--- config.mk ---
export PLATFORM = sky130hd
export DESIGN_NAME = hmc_ctrl
export DESIGN_NICKNAME = d
export VERILOG_FILES = /design/src/hw/rtl/hmc_pkg.sv /design/src/hw/rtl/hmc_ctrl.sv
export SDC_FILE = /design/constraint.sdc
export NUM_CORES = 1
export LEC_CHECK = 0
export BUFFER_PORTS_ARGS = -buffer_cell sky130_fd_sc_hd__buf_2
export CAP_MARGIN = 0
export CORE_MARGIN = 2
export CORE_UTILIZATION = 50
export DETAILED_ROUTE_END_ITERATION = 8
export GPL_TIMING_DRIVEN = 0
export PLACE_DENSITY = 0.82
export SLEW_MARGIN = 20
export SYNTH_ARGS = -nofsm -noshare
export SYNTH_HDL_FRONTEND = slang
export SYNTH_SLANG_ARGS = --single-unit
--- constraint.sdc ---
create_clock -name clk -period 3.47 [get_ports clk]
set_clock_uncertainty 0.1 [all_clocks]
set_input_delay 0.347 -clock clk [delete_from_list [all_inputs] [get_ports clk]]
set_output_delay 0.347 -clock clk [all_outputs]
set_load 0.01 [all_outputs]
--- src/hw/rtl/hmc_pkg.sv ---
package hmc_pkg;

  localparam int BUCKETS    = 256;
  localparam int WAYS       = 4;
  localparam int COUNT_BITS = 16;
  localparam int SLOTS      = BUCKETS * WAYS;
  localparam int BKT_W      = $clog2(BUCKETS);
  localparam int WAY_W      = (WAYS > 1) ? $clog2(WAYS) : 1;
  localparam int SLOT_W     = $clog2(SLOTS);
  localparam int CFG_W      = 9;
  localparam int HASH_W     = 32;
  localparam int REM_W      = BKT_W + 1;

  localparam logic [2:0] OP_INSERT = 3'd0;
  localparam logic [2:0] OP_SEARCH = 3'd1;
  localparam logic [2:0] OP_COUNT  = 3'd2;
  localparam logic [2:0] OP_CHECK  = 3'd3;
  localparam logic [2:0] OP_CLEAR  = 3'd4;

  localparam logic [COUNT_BITS-1:0] COUNT_MAX = '1;

  typedef struct packed {
    logic init_wr;     // clear one valid bit of the post-reset pass
    logic load;        // latch key, start hash/modulo
    logic mod_step;    // one modulo step
    logic probe_rd;    // read slot at probe way
    logic probe_cmp;   // compare registered read
    logic walk_rd;     // read slot at walk index
    logic walk_do;     // act on walked slot
    logic wr_new;      // write new entry at free way
    logic wr_total;    // bump total of found slot
    logic wr_match;    // bump matches of found slot
    logic way_inc;     // next probe way
    logic walk_inc;    // next walk index
    logic clr;         // reset probe/walk indexes and flags
  } hmc_cmd_t;

  typedef struct packed {
    logic init_last;
    logic mod_done;
    logic way_last;
    logic walk_last;
    logic found;
    logic free_seen;
    logic mismatch;
  } hmc_sts_t;

  function automatic logic [HASH_W-1:0] mix_key(input logic [HASH_W-1:0] k);
    logic [HASH_W-1:0] h;
    h = k ^ (k >> 20) ^ (k >> 12);
    h = h ^ (h >> 7) ^ (h >> 4);
    return h;
  endfunction

endpackage

--- src/hw/rtl/hmc_ctrl.sv ---
module hmc_ctrl import hmc_pkg::*; (
  input  logic       clk,
  input  logic       rst_n,
  input  logic       in_tvalid,
  output logic       in_tready,
  input  logic [2:0] op,
  input  logic       out_tready,
  output logic       out_tvalid,
  output logic       hit_o,
  output logic       all_match_o,
  output logic       overflow_o,
  input  hmc_sts_t   sts,
  output hmc_cmd_t   cmd
);

  typedef enum logic [3:0] {
    S_INIT, S_IDLE, S_MOD, S_PRD, S_PCMP, S_ACT, S_WRD, S_WDO, S_OUT
  } state_t;

  state_t     state_r;
  logic [2:0] op_r;
  logic       hit_r, all_r, ovf_r;

  assign in_tready   = (state_r == S_IDLE);
  assign out_tvalid  = (state_r == S_OUT);
  assign hit_o       = hit_r;
  assign all_match_o = all_r;
  assign overflow_o  = ovf_r;

  always_comb begin
    cmd = '0;
    case (state_r)
      S_INIT: cmd.init_wr = 1'b1;
      S_IDLE: begin
        cmd.load = in_tvalid;
        cmd.clr  = in_tvalid;
      end
      S_MOD:  cmd.mod_step = 1'b1;
      S_PRD:  cmd.probe_rd = 1'b1;
      S_PCMP: begin
        cmd.probe_cmp = 1'b1;
        cmd.way_inc   = 1'b1;
      end
      S_ACT: begin
        if (op_r == OP_INSERT) begin
          if (sts.found) cmd.wr_total = 1'b1;
          else if (sts.free_seen) cmd.wr_new = 1'b1;
        end else if (op_r == OP_COUNT && sts.found) begin
          cmd.wr_match = 1'b1;
        end
      end
      S_WRD:  cmd.walk_rd = 1'b1;
      S_WDO: begin
        cmd.walk_do  = 1'b1;
        cmd.walk_inc = 1'b1;
      end
      default: ;
    endcase
  end

  always_ff @(posedge clk) begin
    if (!rst_n) begin
      state_r <= S_INIT;
      op_r    <= '0;
      hit_r   <= 1'b0;
      all_r   <= 1'b0;
      ovf_r   <= 1'b0;
    end else begin
      case (state_r)
        S_INIT: if (sts.init_last) state_r <= S_IDLE;
        S_IDLE: if (in_tvalid) begin
          op_r <= op;
          hit_r <= 1'b0; all_r <= 1'b0; ovf_r <= 1'b0;
          if (op == OP_CHECK || op == OP_CLEAR) state_r <= S_WRD;
          else if (op == OP_INSERT || op == OP_SEARCH || op == OP_COUNT) state_r <= S_MOD;
          else state_r <= S_OUT;
        end
        S_MOD:  if (sts.mod_done) state_r <= S_PRD;
        S_PRD:  state_r <= S_PCMP;
        S_PCMP: state_r <= (sts.way_last) ? S_ACT : S_PRD;
        S_ACT: begin
          hit_r <= sts.found;
          ovf_r <= (op_r == OP_INSERT) && !sts.found && !sts.free_seen;
          state_r <= S_OUT;
        end
        S_WRD:  state_r <= S_WDO;
        S_WDO: if (sts.walk_last) begin
          all_r   <= (op_r == OP_CHECK) && !sts.mismatch;
          state_r <= S_OUT;
        end else begin
          state_r <= S_WRD;
        end
        S_OUT:  if (out_tready) state_r <= S_IDLE;
        default: state_r <= S_IDLE;
      endcase
    end
  end

endmodule

[Word-level counts from Yosys, hierarchy flattened]
Cells that the tools add are included.
Storage, ports and cells
  register bits: 10
  bits of input ports: 14
  output and inout port bits: 18
  word-level logic and storage cells: 71
Cells by class
  equal/unequal tests: 19
  muxes and demuxes: 28
  reductions and logical operators: 19
Operators with widths (number)
  $pmux 4 s9: 1
  $mux 4: 7
  $eq 4x3->1 const B: 4
  $mux 1: 14
  $eq 3x2->1 const B: 4
  $ne 2x2->1 const B: 5
  $eq 4x2->1 const B: 2
  $logic_not 3->1: 2
  $mux 3: 2
  $pmux 1 s2: 3
  $eq 4x1->1 const B: 1
  $eq 4x4->1 const B: 1
  $logic_and 1x1->1: 4
  $logic_not 4->1: 1
  $reduce_and 2->1: 2
  $reduce_and 4->1: 1
  $reduce_bool 2->1: 2
  $eq 3x1->1 const B: 1
  $eq 3x3->1 const B: 1
  $logic_not 1->1: 3
  $logic_or 1x1->1: 3
  $reduce_and 3->1: 1
  $mux 2: 1

[Depth between registers and ports, before layout]
  depth in word-level cells: 7
  mapped depth: 4
  depth with buffers taken out: 3

[Worst setup path after synthesis]
Ideal clock, no wire load.
  path kind: reg2out
  start point: reg state_r[3]
  end point: out cmd[3] (netlist bit)
  data arrival time: 1301 ps
  data required time: 3023 ps
  path slack: 1722 ps
  stages on the path, launching flop included: 5
  path buffers: 1
  cells stage by stage: dfxtp_1 -> buf_6 -> and4bb_2 -> nand2_1 -> nor4b_1
RTL lines
  start, declared: RTL line hmc_ctrl.sv:20  | state_t state_r;
  start signal, assigned: RTL line hmc_ctrl.sv:80  | S_PCMP: state_r <= (sts.way_last) ? S_ACT : S_PRD;
  end, declared: RTL line hmc_ctrl.sv:13  | output hmc_cmd_t cmd

==> impl_metrics.toml <==
[drt]
vias_per_cell = 6.00
ant_nets = 0
drt_pass1_iterations = 4
drc_errors = 0
routed-via-count = 864
routed_wirelength_mm = 1.93
wl_per_cell_um = 13.4
drt-initial-drc-count = 13

[sta]
rsz0062_at_grt = "false"
fmax_ghz = 0.476
slew_headroom_pct = 71.7
setup_slack_ns = 1.37
finalHoldViolCount = 0
setup_viol = 0
period_share_pct = 60.5
fin_tns_setup_ns = 0
slew_viol_final = 0
tightest_slew_ns = 0.425
min_period_ns = 2.10

[critical_path]
crit_family = "simple AND/OR/NAND/NOR gates"
cpMostUsedCell = "buf_4"
path_cells = "nor4b_4, buf_4, and2_1, buf_4, buf_2"
cp_data_required_time_ns = 3.02
cp_max_fo = 10
critical-path-max-stage-delay_ns = 0.45
cp.arrival_ns = 1.65
crit_path_start_kind = "flip-flop"
cp_slowest_cell = "dfxtp_1"
crit_type = "reg2out"
critPathCaptureType = "output pin"
crit_buf_inv = 3

[die]
initial_utilization_pct = 53.5
die_w_um = 44.4
die_h_um = 44.4
core_mm2 = 0.00152
die_area_mm2 = 0.00197
rows = 14
io_pins = 32

[cts]
cts_setup_buffers = 0
cts_hold_buf = 0
cts-resized-gates = 0
tritoncts = "yes"
root_buffer = "clkbuf_4"
cts_buffers = 3
htree_levels = 1
cts_buffer_depth = 2
clock_sinks = 10
clk_pin_slew_ns = 0.06
clk_latency_ns = 0.26

[global_route]
grtUsageTotal_pct = 22.4
overflow = 0
grt_pass1_wl_mm = 3.24
grt_max_degree = 11
grt_antenna_before_repair = 0
grt_pass1_vias = 729

[pwr]
p_total_uw = 284
power_density_mw_per_mm2 = 281
p_leak_uw = 0.000461
max-vdd-ir-drop_mv = 0.235

[worst_hold_path]
hold_class = "in2reg"

[layout]
multi_input_area_um2 = 515
n_antenna_cell = 0
seq_area_um2 = 200
num-fill-cells = 130
nets = 144
area_growth_pct = 23.6
drive_gt1_share_pct = 39.1

[outcome]
outcome = "completed"

[logic_synthesis]
ys.flop_type = "dfxtp_1"
synth_top_cell_by_area = "dfxtp_1"
synth_edf_count = 0
async_reset_ff_share_pct = 0
ys_seq_area_share_pct = 24.5
synth.most_common_cell = "dfxtp_1"
syn_inst = 95
syn_area_um2 = 816
yosys_warnings = 0
synth_common_cells = "dfxtp_1 (10), inv_1 (6), buf_4 (5)"
synthDominantCellAreaShare_pct = 24.5
synth.area.top_cells = "dfxtp_1 (25%), buf_4 (4.6%), a2111oi_2 (3.7%)"
ys_types = 44
syn_avg_cell_area_um2 = 8.59
ys_ff_latch = 10
synth_fp_nets = 109

[flow_run]
maxCapViolCount = 0

[place]
gp_congestion = 0.825
dp.final_hpwl_mm = 1.51
place_ws_ns = 1.66
port_buffers = 30
-- area by class of cell --
type / count / share of cell area, %
multi-input cells: 68 / 51.1
flip-flops and latches: 10 / 19.9
repair buffers: 30 / 14.9
plain buffers: 11 / 7.69
clock buffers: 3 / 2.23
inverters: 6 / 2.23
well taps: 16 / 1.99
-- state kept, by name (all words and copies together) (netlist names) --
signal and cells:
overflow_o 1, state_r 4, op_r 3, hit_o 1, all_match_o 1
-- per-layer routing --
metal,vias to the layer above,track usage [%],wire length (µm)
met5,-,0,0
met4,0,6.67,11
met3,2,6.53,124
met2,25,36.5,961
met1,417,28.6,830
li1,420,-,-
-- worst reg2reg max path, cell delays in order (launching register included) --
cell and delay (ns):
dfxtp_1 0.45, nor4b_4 0.35, buf_4 0.23, a2bb2oi_2 0.07
a221oi_2 0.27
-- cell families (layout without fill, tap and decap cells) --
logic type / count (synthesis) / after routing / share of synthesized area [%]
DFF: 10 / 10 / 24.5
and+or+nand+nor: 40 / 40 / 33.0
AOI/OAI and AO/OA: 28 / 28 / 30.2
buffers and inverters: 17 / 50 / 12.3
-- cell usage in the layout, fill, tap and decap left out, types with 3 or more instances in the layout --
master / n
nor2b_1: 3
dfxtp_1: 10
nor2_1: 4
o21ai_0: 3
and3_1: 4
buf_2: 32
inv_1: 6
a21boi_0: 3
nand2_1: 4
buf_4: 5
o21a_1: 4
clkbuf_4: 3
nor3_1: 4
-- path summary, 6_finish.rpt --
check | start | end | slack [ns] | depth (start not counted)
worst max register to register | state_r[0]$_SDFFE_PN0P_ | state_r[1]$_SDFFE_PN0P_ | 1.93 | 4
worst min register to register | hit_o$_SDFFE_PN0P_ | hit_o$_SDFFE_PN0P_ | 0.43 | 3
worst min-delay path | sts[0] | all_match_o$_SDFFE_PN0P_ | 0.28 | 4
worst max-delay path | state_r[0]$_SDFFE_PN0P_ | cmd[11] | 1.37 | 5
-- stage by stage --
| stage | util (%) | instance area [µm²] | hold slack, ns | cells |
|---|---|---|---|---|
| final | 66.2 | 1010 | 0.276 | 144 |
| after floorplan | - | 816 | 0.405 | 95 |
| after CTS | 66.2 | 1010 | 0.274 | 144 |
| after global placement | 64.7 | 986 | 0.420 | 141 |
| after global routing | 66.2 | 1010 | 0.287 | 144 |
| after detailed placement | 64.7 | 986 | 0.427 | 141 |
-- report_power, final --
| group | internal, µW | switching, µW | leakage (µW) |
|---|---|---|---|
| Clock | 40.0 | 38.0 | 0.0000138 |
| Combinational | 37.5 | 43.6 | 0.000366 |
| Sequential | 119 | 5.81 | 0.0000811 |
| Total | 196 | 87.5 | 0.000461 |
(Power assumes the default switching activity.)
